`config.mk`:
```
export PLATFORM = sky130hd
export DESIGN_NAME = json_token_lexer_core
export DESIGN_NICKNAME = d
export VERILOG_FILES = /design/src/hw/rtl/jtl_pkg.sv /design/src/hw/rtl/jtl_front.sv /design/src/hw/rtl/jtl_queue.sv /design/src/hw/rtl/jtl_back.sv /design/src/hw/rtl/json_token_lexer_core.sv
export SDC_FILE = /design/constraint.sdc
export NUM_CORES = 1
export LEC_CHECK = 0
export ABC_CLOCK_PERIOD_IN_PS = 4600
export BUFFER_PORTS_ARGS = -buffer_cell sky130_fd_sc_hd__buf_2
export CORE_MARGIN = 2
export CORE_UTILIZATION = 60
export DETAILED_ROUTE_END_ITERATION = 7
export PLACE_DENSITY = 0.87
export REMOVE_ABC_BUFFERS = 1
export SLEW_MARGIN = 20
export SYNTH_ARGS = -nofsm -noshare
export SYNTH_HDL_FRONTEND = slang
export SYNTH_HIERARCHICAL = 1
export SYNTH_SLANG_ARGS = --single-unit
```
`constraint.sdc`:
```
create_clock -name clock -period 4.6 [get_ports clock]
set_input_delay 0.46 -clock clock [delete_from_list [all_inputs] [get_ports clock]]
set_output_delay 0.46 -clock clock [all_outputs]
set_load 0.05 [all_outputs]
```
`src/hw/rtl/jtl_pkg.sv`:
```
// ----------------------------------------------------------------------------
// JSON token lexer package
// Shared token kinds, lexer modes, character codes and the result and queue
// entry types of the lexer core.
// ----------------------------------------------------------------------------
package jtl_pkg;

   localparam int JTL_QUEUE_DEPTH = 4;

   localparam logic [1:0] MODE_IDLE = 2'd0;
   localparam logic [1:0] MODE_STR  = 2'd1;
   localparam logic [1:0] MODE_NUM  = 2'd2;
   localparam logic [1:0] MODE_SKIP = 2'd3;

   localparam logic [3:0] KIND_EOF     = 4'd0;
   localparam logic [3:0] KIND_STRING  = 4'd1;
   localparam logic [3:0] KIND_NUMBER  = 4'd2;
   localparam logic [3:0] KIND_BOOLEAN = 4'd3;
   localparam logic [3:0] KIND_NULL    = 4'd4;
   localparam logic [3:0] KIND_CUR_OP  = 4'd5;
   localparam logic [3:0] KIND_CUR_CL  = 4'd6;
   localparam logic [3:0] KIND_ARR_OP  = 4'd7;
   localparam logic [3:0] KIND_ARR_CL  = 4'd8;
   localparam logic [3:0] KIND_COLON   = 4'd9;
   localparam logic [3:0] KIND_COMMA   = 4'd10;
   localparam logic [3:0] KIND_UNKNOWN = 4'd11;

   localparam logic [7:0] CHAR_NUL     = 8'h00;
   localparam logic [7:0] CHAR_SPACE   = 8'h20;
   localparam logic [7:0] CHAR_NEWLINE = 8'h0A;
   localparam logic [7:0] CHAR_QUOTE   = 8'h22;
   localparam logic [7:0] CHAR_MINUS   = 8'h2D;
   localparam logic [7:0] CHAR_DOT     = 8'h2E;
   localparam logic [7:0] CHAR_ZERO    = 8'h30;
   localparam logic [7:0] CHAR_NINE    = 8'h39;
   localparam logic [7:0] CHAR_F       = 8'h66;
   localparam logic [7:0] CHAR_T       = 8'h74;
   localparam logic [7:0] CHAR_N       = 8'h6E;
   localparam logic [7:0] CHAR_CUR_OP  = 8'h7B;
   localparam logic [7:0] CHAR_CUR_CL  = 8'h7D;
   localparam logic [7:0] CHAR_ARR_OP  = 8'h5B;
   localparam logic [7:0] CHAR_ARR_CL  = 8'h5D;
   localparam logic [7:0] CHAR_COLON   = 8'h3A;
   localparam logic [7:0] CHAR_COMMA   = 8'h2C;

   localparam logic [2:0] SKIP_FALSE = 3'd4;
   localparam logic [2:0] SKIP_TRUE  = 3'd3;
   localparam logic [2:0] SKIP_NULL  = 3'd3;

   typedef struct packed {
      logic [3:0] token_kind;
      logic [7:0] value_byte;
      logic       byte_valid;
      logic       token_end;
   } jtl_result_type;

   typedef struct packed {
      logic           two_results;
      jtl_result_type first;
      jtl_result_type second;
   } jtl_entry_type;

endpackage

```
`src/hw/rtl/jtl_front.sv`:
```
// ----------------------------------------------------------------------------
// JSON token lexer front end
// Accepts one request per cycle when the queue has room, keeps the lexing
// mode and skip count, and puts a request's results, up to two, in one entry.
// ----------------------------------------------------------------------------
module jtl_front
   import jtl_pkg::*;
(
   input  logic              clock,
   input  logic              reset,
   input  logic              req_tvalid,
   output logic              req_tready,
   input  logic [7:0]        req_tdata,
   input  logic              req_tuser,
   output logic              push_valid,
   input  logic              push_ready,
   output jtl_entry_type     push_entry
);

   typedef struct packed {
      logic           has_result;
      jtl_result_type result;
      logic [1:0]     mode;
      logic [2:0]     skip;
   } jtl_idle_type;

   logic [1:0]     mode_ff;
   logic [1:0]     mode_in;
   logic [2:0]     skip_ff;
   logic [2:0]     skip_in;
   logic           accept;
   logic           has_result;
   jtl_entry_type  entry;
   jtl_idle_type   idle;
   logic [2:0]     skip_dec;

   function automatic jtl_result_type make_result(logic [3:0] kind, logic [7:0] value,
                                                 logic valid, logic last);
      jtl_result_type r;
      r.token_kind = kind;
      r.value_byte = value;
      r.byte_valid = valid;
      r.token_end  = last;
      return r;
   endfunction

   function automatic jtl_idle_type lex_idle(logic [7:0] b);
      jtl_idle_type o;
      o.has_result = 1'b1;
      o.result     = make_result(KIND_UNKNOWN, 8'h00, 1'b0, 1'b1);
      o.mode       = MODE_IDLE;
      o.skip       = 3'd0;
      if (b == CHAR_SPACE || b == CHAR_NEWLINE) begin
         o.has_result = 1'b0;
      end else if (b == CHAR_NUL) begin
         o.result = make_result(KIND_EOF, 8'h00, 1'b0, 1'b1);
      end else if (b == CHAR_QUOTE) begin
         o.has_result = 1'b0;
         o.mode       = MODE_STR;
      end else if (b == CHAR_MINUS || (b >= CHAR_ZERO && b <= CHAR_NINE)) begin
         o.mode   = MODE_NUM;
         o.result = make_result(KIND_NUMBER, b, 1'b1, 1'b0);
      end else if (b == CHAR_F) begin
         o.mode   = MODE_SKIP;
         o.skip   = SKIP_FALSE;
         o.result = make_result(KIND_BOOLEAN, 8'h00, 1'b1, 1'b1);
      end else if (b == CHAR_T) begin
         o.mode   = MODE_SKIP;
         o.skip   = SKIP_TRUE;
         o.result = make_result(KIND_BOOLEAN, 8'h01, 1'b1, 1'b1);
      end else if (b == CHAR_N) begin
         o.mode   = MODE_SKIP;
         o.skip   = SKIP_NULL;
         o.result = make_result(KIND_NULL, 8'h00, 1'b0, 1'b1);
      end else if (b == CHAR_CUR_OP) begin
         o.result = make_result(KIND_CUR_OP, 8'h00, 1'b0, 1'b1);
      end else if (b == CHAR_CUR_CL) begin
         o.result = make_result(KIND_CUR_CL, 8'h00, 1'b0, 1'b1);
      end else if (b == CHAR_ARR_OP) begin
         o.result = make_result(KIND_ARR_OP, 8'h00, 1'b0, 1'b1);
      end else if (b == CHAR_ARR_CL) begin
         o.result = make_result(KIND_ARR_CL, 8'h00, 1'b0, 1'b1);
      end else if (b == CHAR_COLON) begin
         o.result = make_result(KIND_COLON, 8'h00, 1'b0, 1'b1);
      end else if (b == CHAR_COMMA) begin
         o.result = make_result(KIND_COMMA, 8'h00, 1'b0, 1'b1);
      end
      return o;
   endfunction

   assign req_tready = push_ready;
   assign accept     = req_tvalid && push_ready;
   assign idle       = lex_idle(req_tdata);
   assign skip_dec   = skip_ff - 3'd1;

   always_comb begin
      has_result        = 1'b0;
      entry.two_results = 1'b0;
      entry.first       = make_result(KIND_EOF, 8'h00, 1'b0, 1'b1);
      entry.second      = make_result(KIND_EOF, 8'h00, 1'b0, 1'b1);
      mode_in           = mode_ff;
      skip_in           = skip_ff;
      if (req_tuser) begin
         has_result = 1'b1;
         mode_in    = MODE_IDLE;
         skip_in    = 3'd0;
         if (mode_ff == MODE_STR) begin
            entry.first       = make_result(KIND_STRING, 8'h00, 1'b0, 1'b1);
            entry.two_results = 1'b1;
         end else if (mode_ff == MODE_NUM) begin
            entry.first       = make_result(KIND_NUMBER, 8'h00, 1'b0, 1'b1);
            entry.two_results = 1'b1;
         end
      end else begin
         case (mode_ff)
            MODE_STR: begin
               has_result = 1'b1;
               if (req_tdata == CHAR_QUOTE) begin
                  entry.first = make_result(KIND_STRING, 8'h00, 1'b0, 1'b1);
                  mode_in     = MODE_IDLE;
               end else begin
                  entry.first = make_result(KIND_STRING, req_tdata, 1'b1, 1'b0);
               end
            end
            MODE_NUM: begin
               has_result = 1'b1;
               if (req_tdata == CHAR_MINUS || req_tdata == CHAR_DOT ||
                   (req_tdata >= CHAR_ZERO && req_tdata <= CHAR_NINE)) begin
                  entry.first = make_result(KIND_NUMBER, req_tdata, 1'b1, 1'b0);
               end else begin
                  entry.first       = make_result(KIND_NUMBER, 8'h00, 1'b0, 1'b1);
                  entry.second      = idle.result;
                  entry.two_results = idle.has_result;
                  mode_in           = idle.mode;
                  skip_in           = idle.skip;
               end
            end
            MODE_SKIP: begin
               if (skip_ff == 3'd0) begin
                  has_result  = idle.has_result;
                  entry.first = idle.result;
                  mode_in     = idle.mode;
                  skip_in     = idle.skip;
               end else begin
                  skip_in = skip_dec;
                  if (skip_dec == 3'd0) begin
                     mode_in = MODE_IDLE;
                  end
               end
            end
            default: begin
               has_result  = idle.has_result;
               entry.first = idle.result;
               mode_in     = idle.mode;
               skip_in     = idle.skip;
            end
         endcase
      end
   end

   assign push_valid = accept && has_result;
   assign push_entry = entry;

   always_ff @(posedge clock) begin
      if (reset) begin
         mode_ff <= MODE_IDLE;
         skip_ff <= 3'd0;
      end else if (accept) begin
         mode_ff <= mode_in;
         skip_ff <= skip_in;
      end
   end

endmodule

```
`src/hw/rtl/jtl_queue.sv`:
```
// ----------------------------------------------------------------------------
// JSON token lexer entry queue
// Small first-in first-out queue of lexed entries between the front end and
// the result stage.
// ----------------------------------------------------------------------------
module jtl_queue
   import jtl_pkg::*;
#(
   parameter int Depth = JTL_QUEUE_DEPTH
)
(
   input  logic              clock,
   input  logic              reset,
   input  logic              push_valid,
   output logic              push_ready,
   input  jtl_entry_type     push_entry,
   output logic              pop_valid,
   input  logic              pop_ready,
   output jtl_entry_type     pop_entry
);

   localparam int PtrWidth   = (Depth > 1) ? $clog2(Depth) : 1;
   localparam int CountWidth = $clog2(Depth + 1);
   localparam logic [PtrWidth-1:0]   LastPtr  = PtrWidth'(Depth - 1);
   localparam logic [CountWidth-1:0] FullCnt  = CountWidth'(Depth);

   jtl_entry_type         entries_ff [Depth];
   logic [PtrWidth-1:0]   wr_ptr_ff;
   logic [PtrWidth-1:0]   wr_ptr_in;
   logic [PtrWidth-1:0]   rd_ptr_ff;
   logic [PtrWidth-1:0]   rd_ptr_in;
   logic [CountWidth-1:0] count_ff;
   logic [CountWidth-1:0] count_in;
   logic                  do_push;
   logic                  do_pop;

   assign push_ready = (count_ff != FullCnt);
   assign pop_valid  = (count_ff != '0);
   assign pop_entry  = entries_ff[rd_ptr_ff];
   assign do_push    = push_valid && push_ready;
   assign do_pop     = pop_valid && pop_ready;

   always_comb begin
      wr_ptr_in = wr_ptr_ff;
      rd_ptr_in = rd_ptr_ff;
      count_in  = count_ff;
      if (do_push) begin
         wr_ptr_in = (wr_ptr_ff == LastPtr) ? '0 : wr_ptr_ff + 1'b1;
      end
      if (do_pop) begin
         rd_ptr_in = (rd_ptr_ff == LastPtr) ? '0 : rd_ptr_ff + 1'b1;
      end
      if (do_push && !do_pop) begin
         count_in = count_ff + 1'b1;
      end else if (do_pop && !do_push) begin
         count_in = count_ff - 1'b1;
      end
   end

   always_ff @(posedge clock) begin
      if (reset) begin
         wr_ptr_ff <= '0;
         rd_ptr_ff <= '0;
         count_ff  <= '0;
      end else begin
         wr_ptr_ff <= wr_ptr_in;
         rd_ptr_ff <= rd_ptr_in;
         count_ff  <= count_in;
      end
   end

   always_ff @(posedge clock) begin
      if (do_push) begin
         entries_ff[wr_ptr_ff] <= push_entry;
      end
   end

endmodule

```
`src/hw/rtl/jtl_back.sv`:
```
// ----------------------------------------------------------------------------
// JSON token lexer result stage
// Sends the one or two results of each queue entry out, one result per cycle
// while not stalled, via a registered output and a one-result holding stage.
// ----------------------------------------------------------------------------
module jtl_back
   import jtl_pkg::*;
(
   input  logic              clock,
   input  logic              reset,
   input  logic              entry_valid,
   output logic              entry_ready,
   input  jtl_entry_type     entry,
   output logic              rsp_tvalid,
   input  logic              rsp_tready,
   output logic [7:0]        rsp_tdata,
   output logic [4:0]        rsp_tuser,
   output logic              rsp_tlast
);

   logic           out_valid_ff;
   logic           out_valid_in;
   jtl_result_type out_ff;
   jtl_result_type out_in;
   logic           pend_valid_ff;
   logic           pend_valid_in;
   jtl_result_type pend_ff;
   jtl_result_type pend_in;
   logic           out_free;

   assign out_free    = !out_valid_ff || rsp_tready;
   assign entry_ready = out_free && !pend_valid_ff;

   always_comb begin
      out_valid_in  = out_valid_ff;
      out_in        = out_ff;
      pend_valid_in = pend_valid_ff;
      pend_in       = pend_ff;
      if (out_free) begin
         if (pend_valid_ff) begin
            out_valid_in  = 1'b1;
            out_in        = pend_ff;
            pend_valid_in = 1'b0;
         end else if (entry_valid) begin
            out_valid_in  = 1'b1;
            out_in        = entry.first;
            pend_valid_in = entry.two_results;
            pend_in       = entry.second;
         end else begin
            out_valid_in = 1'b0;
         end
      end
   end

   always_ff @(posedge clock) begin
      if (reset) begin
         out_valid_ff  <= 1'b0;
         pend_valid_ff <= 1'b0;
      end else begin
         out_valid_ff  <= out_valid_in;
         pend_valid_ff <= pend_valid_in;
      end
   end

   always_ff @(posedge clock) begin
      out_ff  <= out_in;
      pend_ff <= pend_in;
   end

   assign rsp_tvalid = out_valid_ff;
   assign rsp_tdata  = out_ff.value_byte;
   assign rsp_tuser  = {out_ff.byte_valid, out_ff.token_kind};
   assign rsp_tlast  = out_ff.token_end;

endmodule

```
`src/hw/rtl/json_token_lexer_core.sv`:
```
// ----------------------------------------------------------------------------
// JSON token lexer core
// Streaming lexer that turns a text byte stream into JSON token results.
// ----------------------------------------------------------------------------
// The core accepts one request per clock cycle while the queue has room: a
// text byte, or an end of input marker when req_tuser is high. The front end
// updates the lexing mode in the same cycle and writes the results of the
// request into an entry queue of QueueDepth entries, so requests keep flowing
// while the result side is stalled, until the queue is full. The result stage
// sends one result per cycle when not stalled, so a request that yields two
// results (a closed number followed by the next token, or end of input inside
// a string or number) uses the result port twice, and the result port sets
// the sustained rate. With the queue and result stage empty, the first result
// of a request reaches the result port through the queue and output register.
module json_token_lexer_core
   import jtl_pkg::*;
#(
   parameter int QueueDepth = JTL_QUEUE_DEPTH
)
(
   input  logic       clock,
   input  logic       reset,
   input  logic       req_tvalid,
   output logic       req_tready,
   input  logic [7:0] req_tdata,   // [7:0] in_byte
   input  logic       req_tuser,   // [0] end_of_input
   output logic       rsp_tvalid,
   input  logic       rsp_tready,
   output logic [7:0] rsp_tdata,   // [7:0] value_byte
   output logic [4:0] rsp_tuser,   // [3:0] token_kind, [4] byte_valid
   output logic       rsp_tlast    // token_end
);

   logic              push_valid;
   jtl_entry_type     push_entry;
   logic              queue_ready;
   logic              pop_valid;
   logic              pop_ready;
   jtl_entry_type     pop_entry;

   jtl_front u_front (
      .clock      (clock),
      .reset      (reset),
      .req_tvalid (req_tvalid),
      .req_tready (req_tready),
      .req_tdata  (req_tdata),
      .req_tuser  (req_tuser),
      .push_valid (push_valid),
      .push_ready (queue_ready),
      .push_entry (push_entry)
   );

   jtl_queue #(
      .Depth (QueueDepth)
   ) u_queue (
      .clock      (clock),
      .reset      (reset),
      .push_valid (push_valid),
      .push_ready (queue_ready),
      .push_entry (push_entry),
      .pop_valid  (pop_valid),
      .pop_ready  (pop_ready),
      .pop_entry  (pop_entry)
   );

   jtl_back u_back (
      .clock       (clock),
      .reset       (reset),
      .entry_valid (pop_valid),
      .entry_ready (pop_ready),
      .entry       (pop_entry),
      .rsp_tvalid  (rsp_tvalid),
      .rsp_tready  (rsp_tready),
      .rsp_tdata   (rsp_tdata),
      .rsp_tuser   (rsp_tuser),
      .rsp_tlast   (rsp_tlast)
   );

endmodule
```
* Word level (Yosys, flattened, before mapping) *
Memory sizes are Yosys's and may differ from the RTL's. A register that Yosys moved wholly into a read port is not among the register bits.
Index checks and enable logic that the tools add are counted.

storage, ports and cells
  word-level logic and storage cells = 136
  memories = 1
  input port bits = 13
  bits in registers = 42
  bits in writable memories = 116
  output and inout port bits = 16

memories
  memory              depth  bits a word  read ports  clocked after Yosys merged registers in  wr ports  RTL line         RTL
  u_queue.entries_ff  4      29           1           1                                        1         jtl_queue.sv:27  jtl_entry_type entries_ff [Depth];

cells by class
  bitwise logic cells = 1
  multiplexer cells = 60
  equal/unequal tests = 24
  magnitude comparators = 2
  $add $sub $neg = 5
  reduce and logical (&&, ||, !) cells = 28

operators with widths
  operator            count
  $mux 14             13
  $mux 19             3
  $eq 8x7->1 const B  7
  $eq 8x6->1 const B  6
  $mux 15             3
  $pmux 14 s3         1
  $mux 3              7
  $mux 10             2
  $mux 2              10
  $mux 16             1
  $mux 1              13
  $mux 12             1
  $mux 11             1
  $mux 5              2
  $ne 3x3->1 const B  3
  $pmux 3 s3          1
  $eq 2x2->1 const B  4
  $eq 8x4->1 const B  1
  $ge 8x6->1 const B  1
  $le 8x6->1 const B  1
  $logic_and 1x1->1   8
  $logic_not 8->1     1
  $logic_not 3->1     2
  $pmux 2 s3          1
  other kinds (16)    27

* Depth between registers and ports, before layout *
Gate-level depths: netlist of run 1.

  depth in word-level cells = 17
  gate-level depth with buffers = 13
  mapped depth without buffers = 13

* Hierarchy *
The synthesis of run 1 kept the hierarchy.

by module, submodules not included
  module     times used  sequential area each (µm²)  area each (µm²)  cells an instance
  jtl_queue  1           3663.5                      4654.5           199
  jtl_front  1           100.1                       1272.5           198
  jtl_back   1           880.8                       1157.4           57

* Worst setup path after synthesis of run 1 *
OpenSTA, ideal clock, no wires.

  path kind = reg-to-reg
  from = register u_front.mode_ff[1]
  to = register u_queue.count_ff[2]
  required time = 4.530 ns
  setup time = 0.070 ns
  path buffers = 0
  setup slack = 1.693 ns
  cell stages (with the launch flop) = 13
  clock period less this slack = 2.907 ns
  data arrival time = 2.837 ns
  cells stage by stage = dfxtp_1 -> ha_1 -> and3b_1 -> nor2_1 -> o21ai_0 -> nor2b_1 -> and2_4 -> ha_1 -> inv_1 -> fa_1 -> xor2_1 -> or3_2 -> a21oi_1

on the way
  word-level cells in the longest chain between the ends = 9
  elaborated cells on any way between the ends = 13
  those cells by class = 3 x eq/ne; 3 x mux; 7 x reduce/logical

ends and longest elaborated chain
  what                                      RTL line                     RTL
  from (decl)                               jtl_front.sv:27              logic [1:0] mode_ff;
  from (signal assigned)                    jtl_front.sv:169             mode_ff <= mode_in;
  $eq 2x2->1 or $eq 2x1->1 (tied branches)  jtl_front.sv:115             case (mode_ff)
  $reduce_or 2->1 (no source line)          --
  $pmux 1 s2 (*)                            jtl_front.sv:115
  $mux 1 (*)                                jtl_front.sv:103             if (req_tuser) begin
  $logic_and 1x1->1 (*)                     jtl_front.sv:161             assign push_valid = accept && has_result;
  named net push_valid                      json_token_lexer_core.sv:34  logic push_valid;
  $logic_and 1x1->1 (*)                     jtl_queue.sv:40              assign do_push = push_valid && push_ready;
  named net u_queue.do_push                 jtl_queue.sv:34              logic do_push;
  $logic_not 1->1                           jtl_queue.sv:55              end else if (do_pop && !do_push) begin
  $logic_and 1x1->1                         jtl_queue.sv:55
  $reduce_bool 2->1 (no source line)        --
  to (signal assigned)                      jtl_queue.sv:68              count_ff <= count_in;
  to (decl)                                 jtl_queue.sv:32              logic [CountWidth-1:0] count_ff;

The timed path passes the listed nets; every way through them passes the cells marked *.
A chain may end at the register's enable or synchronous reset.

* Final worst setup path of run 1 *
Ends and elaborated chain as after synthesis.

==> impl_metrics.ini, run 1 <==
[detailed_routing]
first_pass_iters = 5
via_per_inst = 6.30
vias = 4002
first_iter_violations = 347
routedWlPerCell_um = 21.4
drc = 0
ant_nets = 0
drt_wl_total_um = 13600

[global_route]
antenna_found_initial = 0
grt_overflow_total = 0
grt_first_pass_wirelength_um = 21700
grt_start_max_net_pins = 30
grt.total_usage = 0.230
first_global_vias = 3994

[synthesis]
synthCells = 454
ys_seq_area_frac = 0.656
synth_largest_area_cell = edfxtp_1
yosysWarnings = 6
yosys.area.top_type_share = 0.610
yosysMostFrequentCell = edfxtp_1
synth-seq-cells = 160
async_flop_share = 0
syn_area_um2 = 7080
synth_area_leaders = edfxtp_1 (61%), mux4_2 (9.2%), dfxtp_1 (4.5%), ha_1 (2.3%), mux2_2 (2.1%)
synth_edf_count = 144
synth-main-ff-cell = edfxtp_1
yosysUniqueCellTypes = 66
synth_common_cells = edfxtp_1 (144), nor2_1 (34), mux4_2 (29), inv_1 (19), dfxtp_1 (16)
avgSynthCellArea_um2 = 15.6

[setup_path]
slowest_delay_ns = 0.44
cp_top_family = simple AND/OR/NAND/NOR gates
reg2reg_slack_ns = 1.22
cp_max_fo = 8
r2r-start = u_front/mode_ff[1]
path_buf_inv = 1
cp.arrival_ns = 3.73
path_cells = ha_1, and3b_1, nor2_1, o21ai_0, nor2b_1, and2_4, ha_1, inv_1, fa_1, xor2_1, or3_2, a21oi_1
endpoint_kind = register
start_kind = register
reg2reg_depth = 12
r2r_end = u_queue/count_ff[2]
path_common_cell = ha_1
required_ns = 4.95
critPathKind = reg2reg
crit_path_top_delay_cell = dfxtp_1

[timing]
fin_worst_skew_ns = 0.00788
relSlewSlack = 0.432
max_freq_mhz = 296
period_share = 0.735
fin_ws_ns = 1.22
rsz0062_at_grt = no
fin_tns_setup_ns = 0
slew_viol_final = 0
layout_min_cycle_time_ns = 3.38
setup_viol = 0
tightest_slew_ns = 0.852
hold_violations = 0

[floorplanning]
rows = 39
core_um2 = 11500
die_area_um2 = 12700
ioPinCount = 29
die_h_um = 113
start_util = 0.618
die_x_um = 113

[power_and_ir_drop]
power_per_cell_area_nw_per_um2 = 596
leakage_nw = 2.70
ir_drop_mv = 0.471

[cts]
root_buffer = clkbuf_16
cts.sinks = 160
numCtsBuffers = 17
postCtsSetupBuffers = 0
h-tree-depth = 4
clock_path_buffers = 2
clk_pin_slew_worst_paths_ns = 0.06
ctsResizeCount = 0
worst_skew_pair.late_latency_ns = 0.42
holdBufCountCts = 0
tritoncts = yes

[finish]
syn_to_final_growth_pct = 11.0
layout.nets = 507
drive_gt1_frac = 0.234
antennaDiodeCount = 0
final_area_um2 = 7860
fill_cells = 702

[min_path]
worstHoldPathCells = 3
min_to = u_back/pend_valid_ff
hold_class = in2reg
worstHoldStart = rsp_tready

[job]
maxCapViolations = 0

[place]
hpwlAfterDp_um = 8250
place_ws_ns = 1.23
postPlaceCellArea_um2 = 7260
gp_congestion = 0.936
port_buffers = 28

[status]
status = finished clean
where the power goes:
group / total [mW] / switching, mW / internal (mW)
clock: 1.42 / 0.521 / 0.899
sequential: 2.12 / 0.152 / 1.97
combinational: 1.15 / 0.706 / 0.442
layer usage:
metal / global-route usage / routed length (um) / up-vias
met5: 0 / 0 / -
met4: 0.0732 / 164 / 0
met3: 0.0562 / 847 / 14
met2: 0.375 / 6870 / 181
met1: 0.309 / 5690 / 2000
li1: - / - / 1807
area by class of cell:
| cell class | instances | area, um2 | area share |
|---|---|---|---|
| sequential | 160 | 4650 | 0.591 |
| multi-input combinational | 249 | 2180 | 0.278 |
| clock buffer | 19 | 433 | 0.0551 |
| tap | 143 | 179 | 0.0228 |
| timing repair buffer | 33 | 178 | 0.0226 |
| clock inverter | 12 | 166 | 0.0212 |
| inverter | 19 | 71.3 | 0.00907 |
metrics by stage:
step	total power [mW]	hold slack [ns]	cells	utilization
5_1_grt	4.87	0.430	635	0.685
3_5_place_dp	3.28	0.455	604	0.633
3_3_place_gp	3.22	0.446	604	0.633
4_1_cts	4.71	0.390	635	0.685
2_1_floorplan	2.96	0.432	428	-
6_report	4.69	0.409	635	0.685
worst register-to-register path: cells and delay by family, from the launching register on:
kind,cells,cell delay [ns]
AND/OR/NAND/NOR,5,1.36
adder cells (fa/ha/maj),3,0.92
flip-flops,1,0.44
AO/OA/AOI/OAI,2,0.34
XOR/XNOR,1,0.18
buffers and inverters,1,0.07
registers in the layout, summed over array words and instances, names as in the netlist, named ones only:
signal / flops
u_front/skip_ff: 3
u_front/mode_ff: 2
u_back/rsp_tlast: 1
u_queue/entries_ff: 116
u_queue/wr_ptr_ff: 2
u_back/rsp_tuser: 5
u_back/rsp_tdata: 8
u_back/pend_valid_ff: 1
u_queue/count_ff: 3
u_back/rsp_tvalid: 1
u_queue/rd_ptr_ff: 2
u_back/pend_ff: 14
how the worst max path moves through the flow:
| stage | endpoint | slack, ns | cells after the start | startpoint |
|---|---|---|---|---|
| after global routing | u_queue/count_ff[2] | 0.96 | 12 | u_front/mode_ff[1] |
| after detailed placement | u_queue/count_ff[2] | 1.23 | 12 | req_tdata[2] |
| after floorplan | u_queue/count_ff[2] | 1.69 | 12 | u_front/mode_ff[1] |
| final | u_queue/count_ff[2] | 1.22 | 12 | u_front/mode_ff[1] |
| after CTS | u_queue/count_ff[2] | 1.22 | 12 | u_front/mode_ff[1] |
| after global placement | u_queue/count_ff[2] | 1.35 | 12 | req_tdata[2] |
cells by family after synthesis:
kind of cell	synth area share
and+or+nand+nor	0.0894
adders and majority gates	0.0258
other	0.00106
xor gates and xnor gates	0.00495
muxes	0.121
DFF	0.656
buffers and inverters	0.0399
AOI/OAI and AO/OA	0.0627
cells in the final DEF (no fill, tap or decap), types with 3 or more instances in the layout:
master	synthesis	routed
dfxtp_1	16	15
edfxtp_1	144	144
bufinv_16	0	4
and3_2	4	4
nand3b_1	3	3
clkinv_1	0	3
buf_4	11	5
a21oi_1	15	15
ha_1	13	13
inv_1	19	19
nor4_1	4	4
clkbuf_16	0	17
mux2i_1	4	4
nor3b_1	4	4
nor3_1	9	8
nand3_1	11	11
nor2b_1	5	5
mux4_2	29	29
o2bb2ai_1	3	3
buf_2	8	28
o21a_1	3	3
o31ai_1	3	3
conb_1	2	8
nor2_1	34	34
nand2_1	14	14
mux2_2	13	13
o21ai_0	12	12
nand2b_1	5	5
a32oi_1	4	4
Power figures use the tool's default switching activity.
==> run 2, diff against run 1 <==
--- a/config.mk
+++ b/config.mk
@@ -5,7 +5,8 @@
 export SDC_FILE = /design/constraint.sdc
 export NUM_CORES = 1
 export LEC_CHECK = 0
-export ABC_CLOCK_PERIOD_IN_PS = 4600
+export ABC_AREA = 1
+export ABC_CLOCK_PERIOD_IN_PS = 3500
 export BUFFER_PORTS_ARGS = -buffer_cell sky130_fd_sc_hd__buf_2
 export CORE_MARGIN = 2
 export CORE_UTILIZATION = 60
==> constraint.sdc (replaced) <==
create_clock -name clock -period 3.5 [get_ports clock]
set_input_delay 0.35 -clock clock [delete_from_list [all_inputs] [get_ports clock]]
set_output_delay 0.35 -clock clock [all_outputs]
set_load 0.05 [all_outputs]
==> impl_metrics.ini, run 2 <==
[status]
status = finished clean

[finish]
syn_to_final_growth_pct = 11.5
antennaDiodeCount = 0
final_common_cell = edfxtp_1
drive_gt1_frac = 0.212
fill_cells = 815
layout.nets = 709
layout_common_cells = edfxtp_1 (144), nand2_1 (109), nor2_1 (77)
regMostFlops = u_queue/entries_ff
largest_reg_flops = 116

[setup_path]
endpoint_kind = register
cp_max_fo = 5
start_kind = register
slowest_delay_ns = 0.38
required_ns = 3.82
crit_path_top_delay_cell = fa_1
critPathKind = reg2reg
path_cells = inv_1, ha_1, nand2_1, inv_1, nand2_1, nand2_1, nand3_1, a21oi_1, nand2_1, inv_1, ha_1, inv_1, fa_1, inv_1, nand2_1, nand3_1, nand2_1, inv_1, nor2_1
cp.arrival_ns = 3.24

[cts]
h-tree-depth = 4
numCtsBuffers = 17
holdBufCountCts = 0
tritoncts = yes
clk_pin_slew_worst_paths_ns = 0.06
postCtsSetupBuffers = 0
clock_path_buffers = 2
worst_skew_pair.late_latency_ns = 0.42
root_buffer = clkbuf_16
cts.sinks = 160
ctsResizeCount = 0

[global_route]
grt_start_max_net_pins = 59
antenna_found_initial = 0
grt.total_usage = 0.246
grt_first_pass_wirelength_um = 24500
first_global_vias = 5000
grt_overflow_total = 0

[synthesis]
synthCells = 650
syn_area_um2 = 7450
synth-seq-cells = 160
yosys.area.top_type_share = 0.581
synth-main-ff-cell = edfxtp_1
synth_area_leaders = edfxtp_1 (58%), nand2_1 (5.5%), dfxtp_1 (4.3%), o21ai_0 (4.3%), nor2_1 (4.1%)
yosysUniqueCellTypes = 42
ys_seq_area_frac = 0.624
synth_edf_count = 144
synth_largest_area_cell = edfxtp_1
yosysWarnings = 6
async_flop_share = 0
synth_common_cells = edfxtp_1 (144), nand2_1 (109), nor2_1 (81), o21ai_0 (64), inv_1 (42)
yosysMostFrequentCell = edfxtp_1
avgSynthCellArea_um2 = 11.5

[floorplanning]
rows = 40
die_x_um = 115
start_util = 0.617
ioPinCount = 29
core_um2 = 12100
die_area_um2 = 13300
die_h_um = 115

[detailed_routing]
via_per_inst = 5.83
vias = 5024
first_pass_iters = 6
drt_wl_total_um = 15400
first_iter_violations = 610
routedWlPerCell_um = 17.9
ant_nets = 0
drc = 0

[power_and_ir_drop]
ir_drop_mv = 0.387
leakage_nw = 3.05
power_mw = 6.93
power_per_cell_area_nw_per_um2 = 835

[place]
gp_congestion = 0.911
port_buffers = 28
hpwlAfterDp_um = 9510

[min_path]
hold_class = in2reg

[timing]
hold_violations = 0
layout_min_cycle_time_ns = 2.92
relSlewSlack = 0.292
setup_viol = 0
rsz0062_at_grt = no
period_share = 0.835
fin_tns_setup_ns = 0
slew_viol_final = 0
tightest_slew_ns = 1.06
max_freq_mhz = 342
fin_worst_skew_ns = 0.00741

[job]
maxCapViolations = 0
[run 2: cell types whose count changed in the layout (fill, tap and decap cells not counted), moves of 6 or more]
cell and change:
nand3_1 +7, mux4_2 -29, nor2_2 +16, mux2_2 -13, o22ai_2 +20, nor2_1 +43, nor2_4 +21, nor3_1 -6
nand2_1 +95, o22ai_1 +13, inv_1 +23, o21ai_0 +52
[run 2: worst paths after layout]
check / to / cells past startpoint / start / slack [ns]
worst min register to register: u_front/skip_ff[1] / 2 / u_front/skip_ff[1] / 0.47
worst min-delay path: u_front/skip_ff[0] / 2 / reset / 0.23
worst max register to register: u_queue/count_ff[2] / 19 / u_front/skip_ff[0] / 0.58
worst max-delay path: u_queue/count_ff[2] / 19 / u_front/skip_ff[0] / 0.58
[run 2: logic make-up (layout without fill, tap and decap cells)]
group,count (synthesis),after routing,synth area share
buffers and inverters,81,119,0.0573
adders and majority gates,14,14,0.0245
other,2,8,0.00101
and+or+nand+nor,265,265,0.180
AOI/OAI and AO/OA,126,126,0.111
DFF,160,160,0.624
xor gates and xnor gates,2,2,0.00235
[run 2: routing by layer]
metal	global-route usage	vias to the layer above	wire [um]
li1	-	2299	-
met3	0.0659	39	1000
met5	0	-	0
met2	0.417	253	7920
met1	0.294	2433	6110
met4	0.114	0	375
[run 2: metrics by stage]
stage | util | instances | worst slack (ns) | hold slack [ns] | instance area [um2]
6_report | 0.688 | 862 | 0.579 | 0.232 | 8300
5_1_grt | 0.688 | 862 | 0.289 | 0.238 | 8300
4_1_cts | 0.688 | 862 | 0.595 | 0.215 | 8300
3_5_place_dp | 0.636 | 831 | 0.602 | 0.468 | 7670
3_3_place_gp | 0.636 | 831 | 0.804 | 0.455 | 7670
2_1_floorplan | - | 625 | 0.336 | 0.419 | 7230
[run 2: worst max-delay path, delay by kind of cell (launching register included)]
family | cells | cell delay [ns]
compound gates | 1 | 0.37
fa+ha+maj | 3 | 0.70
buf+inv | 6 | 0.46
flops | 1 | 0.34
simple gates | 9 | 0.93
[run 2: layout make-up]
type | instances | area [um2] | share of cell area
Sequential cell | 160 | 4640 | 0.560
Multi-Input combinational cell | 415 | 2410 | 0.291
Clock buffer | 19 | 433 | 0.0522
Timing Repair Buffer | 38 | 215 | 0.0259
Tap cell | 168 | 210 | 0.0253
Inverter | 50 | 193 | 0.0232
Clock inverter | 12 | 191 | 0.0231
[run 2: power breakdown]
| part | internal, mW | switching [mW] |
|---|---|---|
| logic | 0.577 | 1.60 |
| registers | 2.67 | 0.130 |
| clock network | 1.25 | 0.699 |
==> run 3, diff against run 2 <==
--- a/config.mk
+++ b/config.mk
@@ -5,8 +5,8 @@
 export SDC_FILE = /design/constraint.sdc
 export NUM_CORES = 1
 export LEC_CHECK = 0
-export ABC_AREA = 1
-export ABC_CLOCK_PERIOD_IN_PS = 3500
+export ABC_AREA = 0
+export ABC_CLOCK_PERIOD_IN_PS = 3000
 export BUFFER_PORTS_ARGS = -buffer_cell sky130_fd_sc_hd__buf_2
 export CORE_MARGIN = 2
 export CORE_UTILIZATION = 60
==> constraint.sdc (replaced) <==
create_clock -name clock -period 3 [get_ports clock]
set_input_delay 0.3 -clock clock [delete_from_list [all_inputs] [get_ports clock]]
set_output_delay 0.3 -clock clock [all_outputs]
set_load 0.05 [all_outputs]
==> impl_metrics.ini, run 3 (same netlist as run 1, synthesis figures left out) <==
[detailed_routing]
drt_wl_total_um = 14400
drc = 0
first_pass_iters = 5
routedWlPerCell_um = 21.9
vias = 4104
first_iter_violations = 426
via_per_inst = 6.25
ant_nets = 0

[finish]
regMostFlops = u_queue/entries_ff
final_common_cell = edfxtp_1
layout.nets = 526
instances_no_fill = 657
drive_gt1_frac = 0.279
layout_common_cells = edfxtp_1 (144), nor2_1 (34), mux4_2 (29)
fill_cells = 713
syn_to_final_growth_pct = 13.8
largest_reg_flops = 116

[cts]
clock_path_buffers = 2
cts.sinks = 160
holdBufCountCts = 0
h-tree-depth = 4
numCtsBuffers = 17
worst_skew_pair.late_latency_ns = 0.43
root_buffer = clkbuf_16
tritoncts = yes
clk_pin_slew_worst_paths_ns = 0.06

[place]
place_ws_ns = -0.00802
port_buffers = 28
gp_congestion = 0.940
hpwlAfterDp_um = 8270
dp_cells = 622

[timing]
period_share = 0.945
relSlewSlack = 0.451
hold_violations = 0
fin_ws_ns = 0.166
fin_worst_skew_ns = 0.00951
layout_min_cycle_time_ns = 2.83
setup_viol = 0
rsz0062_at_grt = no
tightest_slew_ns = 0.824
slew_viol_final = 0
max_freq_mhz = 353

[setup_path]
path_buf_inv = 2
reg2reg_slack_ns = 0.17
slowest_delay_ns = 0.43
crit_path_top_delay_cell = dfxtp_1
r2r_end = u_queue/count_ff[2]
path_cells = inv_1, ha_2, a21oi_1, o21ai_1, nor2b_4, and2_4, ha_1, inv_1, fa_1, xor2_1, or3_2, a21oi_1
endpoint_kind = register
required_ns = 3.37
r2r-start = u_front/mode_ff[0]
reg2reg_depth = 12
cp_max_fo = 5
cp.arrival_ns = 3.20
critPathKind = reg2reg
cp_top_family = adder cells
start_kind = register

[global_route]
grt_first_pass_wirelength_um = 22500
first_global_vias = 4178
grt_start_max_net_pins = 30
grt_overflow_total = 0
grt.total_usage = 0.238
antenna_found_initial = 2

[floorplanning]
ioPinCount = 29
die_h_um = 113
core_um2 = 11500
die_area_um2 = 12700
start_util = 0.618
die_x_um = 113
rows = 39

[power_and_ir_drop]
p_int_mw = 5.13
switchingPower_mw = 2.26
swShare = 0.306
power_frac_clock = 0.311
power_per_cell_area_nw_per_um2 = 916
combPwrFrac = 0.262
seq_power_share = 0.427
leakage_nw = 2.81
ir_drop_mv = 0.503

[job]
maxCapViolations = 0

[min_path]
worstHoldStart = rsp_tready
hold_class = in2reg
min_to = u_back/pend_valid_ff
worstHoldPathCells = 3

[status]
status = finished clean
==> run 3: cell types whose count changed in the layout (fill, tap and decap cells not counted), moves of 6 or more <==
cell / previous run / this run
nand2_1: 109 / 14
o21ai_0: 64 / 11
nor2_1: 77 / 34
mux4_2: 0 / 29
inv_1: 42 / 19
nor2_4: 21 / 0
o22ai_2: 20 / 0
nor2_2: 16 / 0
buf_4: 10 / 23
mux2_2: 0 / 13
o22ai_1: 14 / 1
nand3_1: 18 / 11
nor3_1: 2 / 8
==> run 3: area by class of cell <==
| type | instances | area (um2) | area share |
|---|---|---|---|
| antenna | 2 | 5.00 | 0.000621 |
| sequential | 160 | 4650 | 0.576 |
| clock buffer | 17 | 425 | 0.0527 |
| inverter | 19 | 71.3 | 0.00884 |
| clock inverter | 15 | 208 | 0.0258 |
| timing repair buffer | 52 | 333 | 0.0413 |
| multi-input combinational | 249 | 2200 | 0.272 |
| tap | 143 | 179 | 0.0222 |
==> run 3: worst reg2reg max path, cell delays in order, from the launching register on <==
cell and delay, ns:
dfxtp_1 0.43, inv_1 0.14, ha_2 0.35, a21oi_1 0.06, o21ai_1 0.08, nor2b_4 0.18, and2_4 0.17, ha_1 0.19
inv_1 0.07, fa_1 0.38, xor2_1 0.18, or3_2 0.41, a21oi_1 0.15
==> run 3: repair_timing <==
action | in CTS | in global routing
buffers inserted | 0 | 1
endpoints found under the setup margin | 1 | 1
resized for setup | 1 | 5
==> run 3: worst max-delay path by stage <==
stage	slack, ns	startpoint	cells after the start	to
floorplan	0.09	u_front/mode_ff[1]	12	u_queue/count_ff[2]
global placement	0.16	u_front/mode_ff[1]	12	u_queue/count_ff[2]
detailed placement	-0.008	u_front/mode_ff[0]	12	u_queue/count_ff[2]
CTS	0.03	u_front/mode_ff[1]	13	u_queue/count_ff[2]
global route	0.02	u_front/mode_ff[0]	13	u_queue/count_ff[2]
finish	0.17	u_front/mode_ff[0]	12	u_queue/count_ff[2]
==> run 3: per-layer routing <==
metal  track usage  vias to the layer above  routed length [um]  share of wire
li1              -                     1847                   -              -
met1         0.307                     2013                5680           0.40
met2         0.389                      215                7400           0.51
met3        0.0621                       29                1060          0.074
met4         0.100                        0                 238          0.017
met5             0                        -                   0              0
==> run 3: power by group through the flow <==
stage | logic (mW) | registers (mW) | clock network, mW
after floorplan | 0.896 | 3.64 | 0
after global placement | 1.83 | 3.16 | 0
after detailed placement | 1.90 | 3.18 | 0
after CTS | 1.94 | 3.16 | 2.31
after global routing | 2.06 | 3.20 | 2.40
final | 1.93 | 3.16 | 2.30
==> run 3: stage by stage <==
stage	util	hold WS (ns)	power [mW]	instance area, um2	TNS [ns]
after floorplan	-	0.369	4.53	6900	0
after global placement	0.646	0.446	4.99	7410	0
after detailed placement	0.646	0.450	5.08	7410	-0.00802
after CTS	0.701	0.235	7.40	8040	0
after global routing	0.703	0.259	7.66	8070	0
final	0.703	0.246	7.39	8070	0
